### config.mk
export PLATFORM = sky130hd
export DESIGN_NAME = eth_ipv4_tcp_header_parser
export DESIGN_NICKNAME = d
export VERILOG_FILES = /design/src/sv/ethp_pkg.sv /design/src/sv/ethp_parse.sv /design/src/sv/ethp_rfifo.sv /design/src/sv/eth_ipv4_tcp_header_parser.sv
export SDC_FILE = /design/constraint.sdc
export NUM_CORES = 2
export LEC_CHECK = 0
export CELL_PAD_IN_SITES_DETAIL_PLACEMENT = 2
export CELL_PAD_IN_SITES_GLOBAL_PLACEMENT = 2
export CORE_ASPECT_RATIO = 1.5
export CORE_UTILIZATION = 38
export CTS_BUF_LIST = sky130_fd_sc_hd__clkbuf_16
export DETAILED_ROUTE_END_ITERATION = 12
export DONT_BUFFER_PORTS = 1
export PLACE_DENSITY = 0.77
export REMOVE_ABC_BUFFERS = 1
export SKIP_LAST_GASP = 1
export SLEW_MARGIN = 20
export SYNTH_ARGS = -nofsm -noshare
export SYNTH_HDL_FRONTEND = slang
export SYNTH_SLANG_ARGS = --single-unit
### constraint.sdc
create_clock -name aclk -period 5.7 [get_ports aclk]
set_input_delay 0.57 -clock aclk [delete_from_list [all_inputs] [get_ports aclk]]
set_output_delay 0.57 -clock aclk [all_outputs]
set_load 0.02 [all_outputs]
### src/sv/ethp_pkg.sv
// ============================================================================
// ethp_pkg: shared types and constants of the Ethernet/IPv4/TCP header parser
// Request and result structs, result kinds and the header offsets in use.
// ============================================================================
package ethp_pkg;

    // Default size of the Ethernet header in front of the IPv4 header.
    localparam int ETH_HEADER_BYTES_DEF = 14;

    // Result queue depth; the pointers wrap naturally at this power of two.
    localparam int RFIFO_DEPTH = 4;
    localparam int RFIFO_PTR_W = 2;
    localparam int RFIFO_CNT_W = 3;

    // Byte positions saturate at this value and are no longer examined.
    localparam logic [15:0] POS_MAX = 16'hFFFF;

    // Offsets inside the IPv4 header, counted from its first byte.
    localparam logic [15:0] OFF_TOTLEN_HI = 16'd2;
    localparam logic [15:0] OFF_TOTLEN_LO = 16'd3;
    localparam logic [15:0] OFF_SRC_FIRST = 16'd12;
    localparam logic [15:0] OFF_SRC_LAST  = 16'd15;
    localparam logic [15:0] OFF_DST_FIRST = 16'd16;
    localparam logic [15:0] OFF_DST_LAST  = 16'd19;

    // Offsets inside the TCP header, counted from its first byte.
    localparam logic [15:0] TCP_OFF_SPORT_LO = 16'd1;
    localparam logic [15:0] TCP_OFF_DPORT_HI = 16'd2;
    localparam logic [15:0] TCP_OFF_DPORT_LO = 16'd3;
    localparam logic [15:0] TCP_OFF_DOFF     = 16'd12;

    // Smallest legal header length for IPv4 and TCP, in bytes.
    localparam logic [5:0] MIN_HDR_BYTES = 6'd20;

    // Printable character range.
    localparam logic [7:0] CHAR_LOW  = 8'h20;
    localparam logic [7:0] CHAR_HIGH = 8'h7E;

    typedef enum logic [2:0] {
        KIND_ADDR      = 3'd0,
        KIND_PORTS     = 3'd1,
        KIND_CHAR      = 3'd2,
        KIND_BAD_IP    = 3'd3,
        KIND_BAD_TCP   = 3'd4,
        KIND_FRAME_END = 3'd5
    } ethp_kind_t;

    typedef struct packed {
        logic [7:0] data_byte;
        logic       frame_end;
    } ethp_in_t;

    typedef struct packed {
        ethp_kind_t  kind;
        logic [31:0] source_address;
        logic [31:0] dest_address;
        logic [15:0] source_port;
        logic [15:0] dest_port;
        logic [7:0]  text_char;
        logic [31:0] packet_number;
        logic        run_last;
    } ethp_out_t;

    // Results produced by one request: count is 0, 1 or 2, in order.
    typedef struct packed {
        logic [1:0] count;
        ethp_out_t  first;
        ethp_out_t  second;
    } ethp_push_t;

endpackage

### src/sv/ethp_parse.sv
// ============================================================================
// ethp_parse: per-byte header decode and frame state
// Tracks the byte position, captures header fields and forms the results
// that each processed byte causes.
// ============================================================================
module ethp_parse #(
    parameter int ETH_HEADER_BYTES = ethp_pkg::ETH_HEADER_BYTES_DEF
) (
    input  logic               aclk,
    input  logic               aresetn,
    input  logic               proc_en,
    input  ethp_pkg::ethp_in_t in_item,
    output ethp_pkg::ethp_push_t push
);
    import ethp_pkg::*;

    localparam logic [15:0] ETH_POS = 16'(ETH_HEADER_BYTES);

    logic [15:0] pos_reg,      pos_next;
    logic [5:0]  iphl_reg,     iphl_next;
    logic [5:0]  tcphl_reg,    tcphl_next;
    logic [15:0] totlen_reg,   totlen_next;
    logic [31:0] src_addr_reg, src_addr_next;
    logic [31:0] dst_addr_reg, dst_addr_next;
    logic [15:0] src_port_reg, src_port_next;
    logic [15:0] dst_port_reg, dst_port_next;
    logic        aborted_reg,  aborted_next;
    logic [31:0] counter_reg,  counter_next;

    logic [7:0]  b;
    logic        active;
    logic [15:0] off;
    logic [15:0] t_ext;
    logic [15:0] pay_start;
    logic [5:0]  ihl_bytes;
    logic [5:0]  doff_bytes;
    logic        prim_valid;
    ethp_kind_t  prim_kind;
    ethp_out_t   prim_res;
    ethp_out_t   end_res;

    function automatic ethp_out_t make_result(
        input ethp_kind_t  kind,
        input logic [31:0] saddr,
        input logic [31:0] daddr,
        input logic [15:0] sport,
        input logic [15:0] dport,
        input logic [7:0]  ch,
        input logic [31:0] num
    );
        ethp_out_t r;
        r.kind           = kind;
        r.source_address = (kind == KIND_ADDR || kind == KIND_PORTS) ? saddr : 32'd0;
        r.dest_address   = (kind == KIND_ADDR || kind == KIND_PORTS) ? daddr : 32'd0;
        r.source_port    = (kind == KIND_PORTS) ? sport : 16'd0;
        r.dest_port      = (kind == KIND_PORTS) ? dport : 16'd0;
        r.text_char      = (kind == KIND_CHAR) ? ch : 8'd0;
        r.packet_number  = num;
        r.run_last       = 1'b0;
        return r;
    endfunction

    // Field extraction and position arithmetic for the current byte.
    assign b          = in_item.data_byte;
    assign active     = !aborted_reg && (pos_reg != POS_MAX);
    assign off        = pos_reg - ETH_POS;
    assign t_ext      = {10'd0, iphl_reg};
    assign pay_start  = t_ext + {10'd0, tcphl_reg};
    assign ihl_bytes  = {b[3:0], 2'b00};
    assign doff_bytes = {b[7:4], 2'b00};

    // Header capture and choice of the result that the byte itself causes.
    always_comb begin
        iphl_next     = iphl_reg;
        tcphl_next    = tcphl_reg;
        totlen_next   = totlen_reg;
        src_addr_next = src_addr_reg;
        dst_addr_next = dst_addr_reg;
        src_port_next = src_port_reg;
        dst_port_next = dst_port_reg;
        aborted_next  = aborted_reg;
        prim_valid    = 1'b0;
        prim_kind     = KIND_CHAR;
        if (active && pos_reg == ETH_POS) begin
            iphl_next = ihl_bytes;
            if (ihl_bytes < MIN_HDR_BYTES) begin
                aborted_next = 1'b1;
                prim_valid   = 1'b1;
                prim_kind    = KIND_BAD_IP;
            end
        end else if (active && pos_reg > ETH_POS) begin
            if (off == OFF_TOTLEN_HI || off == OFF_TOTLEN_LO) begin
                totlen_next = {totlen_reg[7:0], b};
            end
            if (off >= OFF_SRC_FIRST && off <= OFF_SRC_LAST) begin
                src_addr_next = {src_addr_reg[23:0], b};
            end
            if (off >= OFF_DST_FIRST && off <= OFF_DST_LAST) begin
                dst_addr_next = {dst_addr_reg[23:0], b};
            end
            if (off == OFF_DST_LAST) begin
                prim_valid = 1'b1;
                prim_kind  = KIND_ADDR;
            end
            if (off == t_ext || off == t_ext + TCP_OFF_SPORT_LO) begin
                src_port_next = {src_port_reg[7:0], b};
            end
            if (off == t_ext + TCP_OFF_DPORT_HI || off == t_ext + TCP_OFF_DPORT_LO) begin
                dst_port_next = {dst_port_reg[7:0], b};
            end
            if (off == t_ext + TCP_OFF_DOFF) begin
                tcphl_next = doff_bytes;
                prim_valid = 1'b1;
                if (doff_bytes < MIN_HDR_BYTES) begin
                    aborted_next = 1'b1;
                    prim_kind    = KIND_BAD_TCP;
                end else begin
                    prim_kind = KIND_PORTS;
                end
            end else if (tcphl_reg >= MIN_HDR_BYTES && off >= pay_start &&
                         off < totlen_reg && b >= CHAR_LOW && b <= CHAR_HIGH) begin
                prim_valid = 1'b1;
                prim_kind  = KIND_CHAR;
            end
        end
    end

    // Results carry the field values as updated by this byte.
    always_comb begin
        prim_res = make_result(prim_kind, src_addr_next, dst_addr_next,
                               src_port_next, dst_port_next, b, counter_reg);
        end_res  = make_result(KIND_FRAME_END, 32'd0, 32'd0, 16'd0, 16'd0, 8'd0,
                               counter_reg);
        end_res.run_last = 1'b1;
        push.count  = 2'd0;
        push.first  = prim_res;
        push.second = end_res;
        if (proc_en) begin
            if (prim_valid && in_item.frame_end) begin
                push.count = 2'd2;
            end else if (prim_valid) begin
                push.count          = 2'd1;
                push.first.run_last = 1'b1;
            end else if (in_item.frame_end) begin
                push.count = 2'd1;
                push.first = end_res;
            end
        end
    end

    // Position advance, and the return to the clean state at frame end.
    always_comb begin
        pos_next     = (pos_reg != POS_MAX) ? pos_reg + 16'd1 : pos_reg;
        counter_next = counter_reg;
        if (in_item.frame_end) begin
            counter_next = counter_reg + 32'd1;
        end
    end

    always_ff @(posedge aclk) begin
        if (!aresetn) begin
            pos_reg      <= 16'd0;
            iphl_reg     <= 6'd0;
            tcphl_reg    <= 6'd0;
            totlen_reg   <= 16'd0;
            src_addr_reg <= 32'd0;
            dst_addr_reg <= 32'd0;
            src_port_reg <= 16'd0;
            dst_port_reg <= 16'd0;
            aborted_reg  <= 1'b0;
            counter_reg  <= 32'd1;
        end else if (proc_en) begin
            counter_reg <= counter_next;
            if (in_item.frame_end) begin
                pos_reg      <= 16'd0;
                iphl_reg     <= 6'd0;
                tcphl_reg    <= 6'd0;
                totlen_reg   <= 16'd0;
                src_addr_reg <= 32'd0;
                dst_addr_reg <= 32'd0;
                src_port_reg <= 16'd0;
                dst_port_reg <= 16'd0;
                aborted_reg  <= 1'b0;
            end else begin
                pos_reg      <= pos_next;
                iphl_reg     <= iphl_next;
                tcphl_reg    <= tcphl_next;
                totlen_reg   <= totlen_next;
                src_addr_reg <= src_addr_next;
                dst_addr_reg <= dst_addr_next;
                src_port_reg <= src_port_next;
                dst_port_reg <= dst_port_next;
                aborted_reg  <= aborted_next;
            end
        end
    end

endmodule

### src/sv/ethp_rfifo.sv
// ============================================================================
// ethp_rfifo: result queue
// Takes up to two results per cycle and hands out one per cycle when ready.
// ============================================================================
module ethp_rfifo (
    input  logic                 aclk,
    input  logic                 aresetn,
    input  ethp_pkg::ethp_push_t push,
    output logic                 room,
    output logic                 m_valid,
    input  logic                 m_ready,
    output ethp_pkg::ethp_out_t  m_result
);
    import ethp_pkg::*;

    ethp_out_t               mem [RFIFO_DEPTH];
    logic [RFIFO_PTR_W-1:0]  wr_ptr_reg, wr_ptr_next;
    logic [RFIFO_PTR_W-1:0]  rd_ptr_reg, rd_ptr_next;
    logic [RFIFO_CNT_W-1:0]  count_reg,  count_next;
    logic                    pop;

    // Room for a full pair of results, independent of the output side.
    assign room     = count_reg <= RFIFO_CNT_W'(RFIFO_DEPTH - 2);
    assign m_valid  = count_reg != '0;
    assign m_result = mem[rd_ptr_reg];
    assign pop      = m_valid && m_ready;

    always_comb begin
        wr_ptr_next = wr_ptr_reg + RFIFO_PTR_W'(push.count);
        rd_ptr_next = rd_ptr_reg + RFIFO_PTR_W'(pop);
        count_next  = count_reg + RFIFO_CNT_W'(push.count) - RFIFO_CNT_W'(pop);
    end

    // Entry writes; the second result goes one slot past the first.
    always_ff @(posedge aclk) begin
        if (push.count != 2'd0) begin
            mem[wr_ptr_reg] <= push.first;
        end
        if (push.count == 2'd2) begin
            mem[wr_ptr_reg + RFIFO_PTR_W'(1)] <= push.second;
        end
    end

    always_ff @(posedge aclk) begin
        if (!aresetn) begin
            wr_ptr_reg <= '0;
            rd_ptr_reg <= '0;
            count_reg  <= '0;
        end else begin
            wr_ptr_reg <= wr_ptr_next;
            rd_ptr_reg <= rd_ptr_next;
            count_reg  <= count_next;
        end
    end

endmodule

### src/sv/eth_ipv4_tcp_header_parser.sv
// ============================================================================
// eth_ipv4_tcp_header_parser: Ethernet/IPv4/TCP header parser
// Reports addresses, ports, length errors and printable payload bytes of
// captured frames, and a numbered marker at the end of every frame.
// ============================================================================
//
//  Channel  Ports                       Moves
//  -------  --------------------------  ----------------------------------
//  input    s_valid, s_ready, s_item    one frame byte and its end flag
//  result   m_valid, m_ready, m_result  one result (kind and fields)
//
// A byte is registered on acceptance and decoded from that register once the
// result queue has room; one byte per cycle is sustained while it has room.
// A byte with a result that also ends the frame makes two results, which the
// single output port of the result queue hands out one after the other.
// Reset clears all frame state and sets the packet number to 1; no sweep.
// Once the four-entry result queue holds more than two results, the held
// request waits and further input requests are held off; nothing is dropped.
//
module eth_ipv4_tcp_header_parser #(
    parameter int ETH_HEADER_BYTES = ethp_pkg::ETH_HEADER_BYTES_DEF
) (
    input  logic                aclk,
    input  logic                aresetn,
    input  logic                s_valid,
    output logic                s_ready,
    input  ethp_pkg::ethp_in_t  s_item,
    output logic                m_valid,
    input  logic                m_ready,
    output ethp_pkg::ethp_out_t m_result
);
    import ethp_pkg::*;

    logic       in_valid_reg, in_valid_next;
    ethp_in_t   in_reg;
    logic       room;
    logic       proc_en;
    ethp_push_t push;

    // A held request is decoded once the queue can take both its results.
    assign proc_en = in_valid_reg && room;
    assign s_ready = !in_valid_reg || room;

    always_comb begin
        in_valid_next = in_valid_reg;
        if (s_valid && s_ready) begin
            in_valid_next = 1'b1;
        end else if (proc_en) begin
            in_valid_next = 1'b0;
        end
    end

    always_ff @(posedge aclk) begin
        if (!aresetn) begin
            in_valid_reg <= 1'b0;
        end else begin
            in_valid_reg <= in_valid_next;
        end
    end

    always_ff @(posedge aclk) begin
        if (s_valid && s_ready) begin
            in_reg <= s_item;
        end
    end

    ethp_parse #(
        .ETH_HEADER_BYTES(ETH_HEADER_BYTES)
    ) u_parse (
        .aclk    (aclk),
        .aresetn (aresetn),
        .proc_en (proc_en),
        .in_item (in_reg),
        .push    (push)
    );

    ethp_rfifo u_rfifo (
        .aclk     (aclk),
        .aresetn  (aresetn),
        .push     (push),
        .room     (room),
        .m_valid  (m_valid),
        .m_ready  (m_ready),
        .m_result (m_result)
    );

    // A held request that is not decoded stays in the input register.
    assert property (@(posedge aclk) disable iff (!aresetn)
        (in_valid_reg && !proc_en) |=> (in_valid_reg && $stable(in_reg)))
        else $error("held request lost or changed");

    // Every frame-end marker closes the run of its byte.
    assert property (@(posedge aclk) disable iff (!aresetn)
        (m_valid && m_result.kind == KIND_FRAME_END) |-> m_result.run_last)
        else $error("frame-end marker without run_last");

    // Addresses are shown only on address and port results.
    assert property (@(posedge aclk) disable iff (!aresetn)
        (m_valid && m_result.kind != KIND_ADDR && m_result.kind != KIND_PORTS)
        |-> (m_result.source_address == 32'd0 && m_result.dest_address == 32'd0))
        else $error("address leaked into a result of another kind");

    // Out of reset the result side starts empty.
    assert property (@(posedge aclk) !aresetn |=> !m_valid)
        else $error("result valid right after reset");

endmodule

After elaboration in Yosys (flattened, before gate mapping)
Memory sizes are Yosys's and may differ from the RTL's. A register that Yosys moved wholly into a read port is not among the register bits. Index checks and enable logic that the tools add are counted.

Bits in registers: 190. Word-level logic and storage cells: 162. Memories kept: 1. Bits of input ports: 13. Memory bits (writable): 560.

Memories: u_rfifo.mem (words 4, width 140, rd ports 1, clocked after Yosys merged registers in 1, write ports 2, line ethp_rfifo.sv:16) `ethp_out_t mem [RFIFO_DEPTH];`.

Multiplexer cells: 66. Magnitude comparators: 13. Eq/ne operators: 15. Add/subtract/negate cells: 13. Reductions and logical operators: 38.

Operators by type and width (count): two-way mux 32 bit (10); two-way mux 16 bit (16); two-way mux 142 bit (1); two-way mux 141 bit (1); two-way mux 140 bit (1); two-way mux 139 bit (1); == test 16 bit (4); two-way mux 6 bit (6); adder 32 x 1 -> 32 bit, second input constant (1); == test 16 x 2 -> 1 bit, second input constant (2); two-way mux 1 bit (20); adder 16 x 1 -> 16 bit, second input constant (1); == test 16 x 4 -> 1 bit, second input constant (1); == test 16 x 5 -> 1 bit, second input constant (1); == test 16 x 6 -> 1 bit (1); greater-or-equal comparator 16 bit (1); greater-or-equal comparator 16 x 4 -> 1 bit, second input constant (1); greater-or-equal comparator 16 x 5 -> 1 bit, second input constant (1); greater-than comparator 16 x 4 -> 1 bit, second input constant (1); less-or-equal comparator 16 x 4 -> 1 bit, second input constant (1); less-or-equal comparator 16 x 5 -> 1 bit, second input constant (1); less-than comparator 16 bit (1); inequality test 16 bit, second input constant (1); subtractor 16 x 4 -> 16 bit, second input constant (1); 31 further kinds (69).

Longest topological paths before layout
Depth in word-level cells: 20. Gate-level depth with buffers: 26. Depth with buffers taken out: 23.

Modules after synthesis
From an unflattened synthesis, not the netlist that was laid out.

Cells, all modules: 2655. Area, all modules: 38660.8 sq um.

By module, submodules not included: ethp_rfifo (area an instance 27672.8 sq um, instances 1, cells an instance 1401); ethp_parse (area an instance 10652.7 sq um, instances 1, cells an instance 1239); eth_ipv4_tcp_header_parser (area an instance 335.3 sq um, instances 1, cells an instance 15).

Worst setup path before layout
Ideal clock, no wire load.

Path type: register to register. From: register u_parse.pos_reg[6]. To: memory u_rfifo.mem[3][10] (netlist bit) (enable). Arrival time: 5654 ps. Clock period less this slack: 6060 ps. Setup slack: -360 ps. Cell stages (with the launch flop): 22. Cells stage by stage: dfxtp_1 buf_6 or4_4 nor3_1 nand2_1 or4_1 nor3_1 xor2_1 ha_1 a211o_1 or3_1 a21oi_1 o21ai_0 o21a_1 o21ai_0 ha_1 clkbuf_1 nor2b_1 a21o_1 nand3_1 inv_1 clkbuf_1.

RTL lines: from (decl) (line ethp_parse.sv:19) `logic [15:0] pos_reg, pos_next;`; from (signal assigned) (line ethp_parse.sv:185) `pos_reg <= pos_next;`; to (decl) (line ethp_rfifo.sv:16).

==> metrics.md <==
| Metric | Value |
|---|---|
| Outcome | completed |
| Measured slew at the worst slew-check pin | 1050 ps |
| Avg Vias per Cell | 5.84 |
| Initial antenna violation count | 1 |
| Sink Count | 746 |
| Vias post-DR | 24000 |
| Cell Count, Final, Fillers Out | 4107 |
| Die height | 356 um |
| Final worst path period share | 97.6% |
| Peak VDD IR | 251 uV |
| First-pass GRT wire length | 165000 um |
| Pre-Repair DR Iteration Count | 5 |
| Crit path kind | register to register |
| Synth Cell Area | 31700 um^2 |
| Critical Path Fanout Max | 66 |
| Initial core utilization | 38.4% |
| Max Slew Vio Count | 0 |
| Pwr dens | 342 nW/um^2 |
| CTS tree | done |
| Diodes inserted | 0 |
| Seq/Total Area, Yosys | 51.5% |
| Count leader, synth | dfxtp_1 |
| CTS clk-pin slew, worst paths | 60 ps |
| DR iter-0 viols | 1137 |
| Endpoint class of the critical path | register |
| DR WL/cell | 26.0 um |
| Largest net degree at the start of global routing | 190 |
| Placed Instances | 3958 |
| Distinct cells, synth | 71 |
| Full die area | 84500 um^2 |
| Fmax | 0.180 GHz |
| Req. time, crit path | 6180 ps |
| Yosys warning count | 0 |
| Die width | 238 um |
| H-Tree Depth | 3 |
| Final nets | 2988 |
| TNS Setup | 0 ps |
| Vias in the first global route | 27500 |
| Power Total | 12100 uW |
| LEAKAGE | 0.0116 uW |
| Final GP Congestion | 0.850 |
| Fin Hold WS | 54.1 ps |
| Cell Chain, Critical Path | or4_4 > nor3_2 > nand2_1 > or4_1 > nor3_2 > xor2_1 > ha_1 > a211o_1 > or3_1 > a21oi_1 > o21ai_0 > o21a_1 > o21ai_0 > ha_1 > buf_4 > nor3_1 > o21ai_0 > nand2_1 > nand2_4 > buf_12 > nand2_1 > o21ai_0 |
| Hold crit path type | primary input to register |
| Final setup vio count | 0 |
| DRC viols | 0 |
| # rows | 129 |
| Remaining antenna violation count | 0 |
| CTS buffer count | 75 |
| Crit-path most repeated cell | o21ai_0 |
| Hpwl dp | 67000 um |
| Ratio of cells with drive above 1 in the final layout | 12.2% |
| Max reg flops | 560 |
| Synthesized area per cell | 10.5 um^2 |
| Synthesis-to-finish area growth | 12.2% |
| Post-synth top cells | 609 x dfxtp_1, 559 x nand2_1, 260 x o31ai_1 |
| Minimum clock period | 5570 ps |
| Fraction of registers with async set/reset | 0% |
| Cells after synthesis | 3028 |
| Largest register by flop count | u_rfifo.mem |
| Core ar. | 82500 um^2 |
| Most area-consuming cells after synthesis | dfxtp_1 38%, edfxtp_1 13%, mux4_2 10% |
| Worst r2r path cells | 22 |
| Clk Latency, worst-skew pair | 650 ps |
| I/O pin count | 155 |
| Hold Path Depth | 1 |
| Clock skew | 30.2 ps |
| Total track usage | 25.3% |
| Max Cap Viol | 0 |
| Clk buf depth | 3 |
| GR Overflow Total | 0 |
| Final Hold Violating Endpoints | 0 |
| Area leader, netlist | dfxtp_1 |
| CP max-delay cell | or4_4 |
| Critical path arrival | 6040 ps |
| Slew margin rel. | 30.1% |
| Top FF cell, synth | dfxtp_1 |
| Root Buffer Master | clkbuf_16 |
| CP max stage delay | 580 ps |
| Post-synth EDFFs | 137 |
| Total Wirelength | 107000 um |
| Port Buffers | 0 |
| Startpoint Class | register |
| Synthesized flop and latch total | 746 |
| Share of the synthesized area in the top cell type | 38.5% |
cell type report:
type                    instances  area, um^2
repair buffers                 86         978
flip-flops and latches        746       16300
multi-input cells            1980       14300
clock inverters                58         448
fillers                      8468       47000
clock buffers                  77        1930
well taps                    1113        1390
inverters                      47         179
worst paths after layout:
| path | from | endpoint | slack, ps |
|---|---|---|---|
| worst max-delay path | u_parse.pos_reg[4] | u_rfifo.mem[2][70] | 130 |
| worst min register to register | u_rfifo.mem[2][85] | u_rfifo.mem[2][85] | 450 |
| worst max register to register | u_parse.pos_reg[4] | u_rfifo.mem[2][70] | 130 |
| worst min-delay path | aresetn | u_parse.counter_reg[28] | 50 |
routing by layer:
layer / vias to the layer above / global-route usage, % / part of all wire [%]
li1: 10800 / - / -
met1: 12500 / 27.7 / 38
met2: 449 / 47.9 / 55
met3: 188 / 4.37 / 4.2
met4: 2 / 9.92 / 3.3
met5: - / 0 / 0.012
logic make-up after synthesis:
| logic type | count (synthesis) | share of synthesized area [%] |
|---|---|---|
| xor gates and xnor gates | 61 | 1.77 |
| adders and majority gates | 39 | 1.59 |
| AOI/OAI and AO/OA | 688 | 14.2 |
| DFF | 746 | 51.5 |
| and+or+nand+nor | 949 | 13.8 |
| muxes | 243 | 13.2 |
| buffers and inverters | 302 | 3.90 |
report_power, final:
part           internal, uW  switching, uW  total (uW)
combinational           570           1000        1570
sequential             5490            185        5680
clock                  2730           2160        4890
total                  8790           3350       12100
worst max-delay path: cells and delay by family (launching register included):
kind / cells / cell delay, ps
and+or+nand+nor: 10 / 2550
AOI/OAI and AO/OA: 7 / 1260
adders and majority gates: 2 / 550
buffers and inverters: 2 / 430
DFF: 1 / 320
xor gates and xnor gates: 1 / 170
layout by cell type (no fill, tap or decap), drive strengths merged, types with 77 or more instances in the layout:
cell type,synthesis,routed
mux4,140,140
clkbuf,187,77
dfxtp,609,609
o21ai,222,222
o31ai,261,261
mux2i,103,103
nor2,80,80
and2,111,111
nand2,559,559
edfxtp,137,137
stage by stage:
| step | worst slack [ps] | cell area (um^2) | utilization, % |
|---|---|---|---|
| global placement | 11.7 | 33000 | 40.0 |
| floorplan | -7390 | 30600 | - |
| global route | -167 | 35500 | 43.1 |
| detailed placement | -138 | 33000 | 40.0 |
| CTS | 34.9 | 35400 | 43.0 |
| finish | 135 | 35500 | 43.1 |
repair_timing:
| action | in CTS | in global routing |
|---|---|---|
| setup buffers | 0 | 4 |
| gates resized for setup | 2 | 13 |
| endpoints found under the hold margin | 10 | 0 |
| pin swaps | 0 | 1 |
| endpoints found under the setup margin | 189 | 642 |
| hold buffers | 10 | 0 |
No activity file was read; power rests on OpenSTA's default activity.
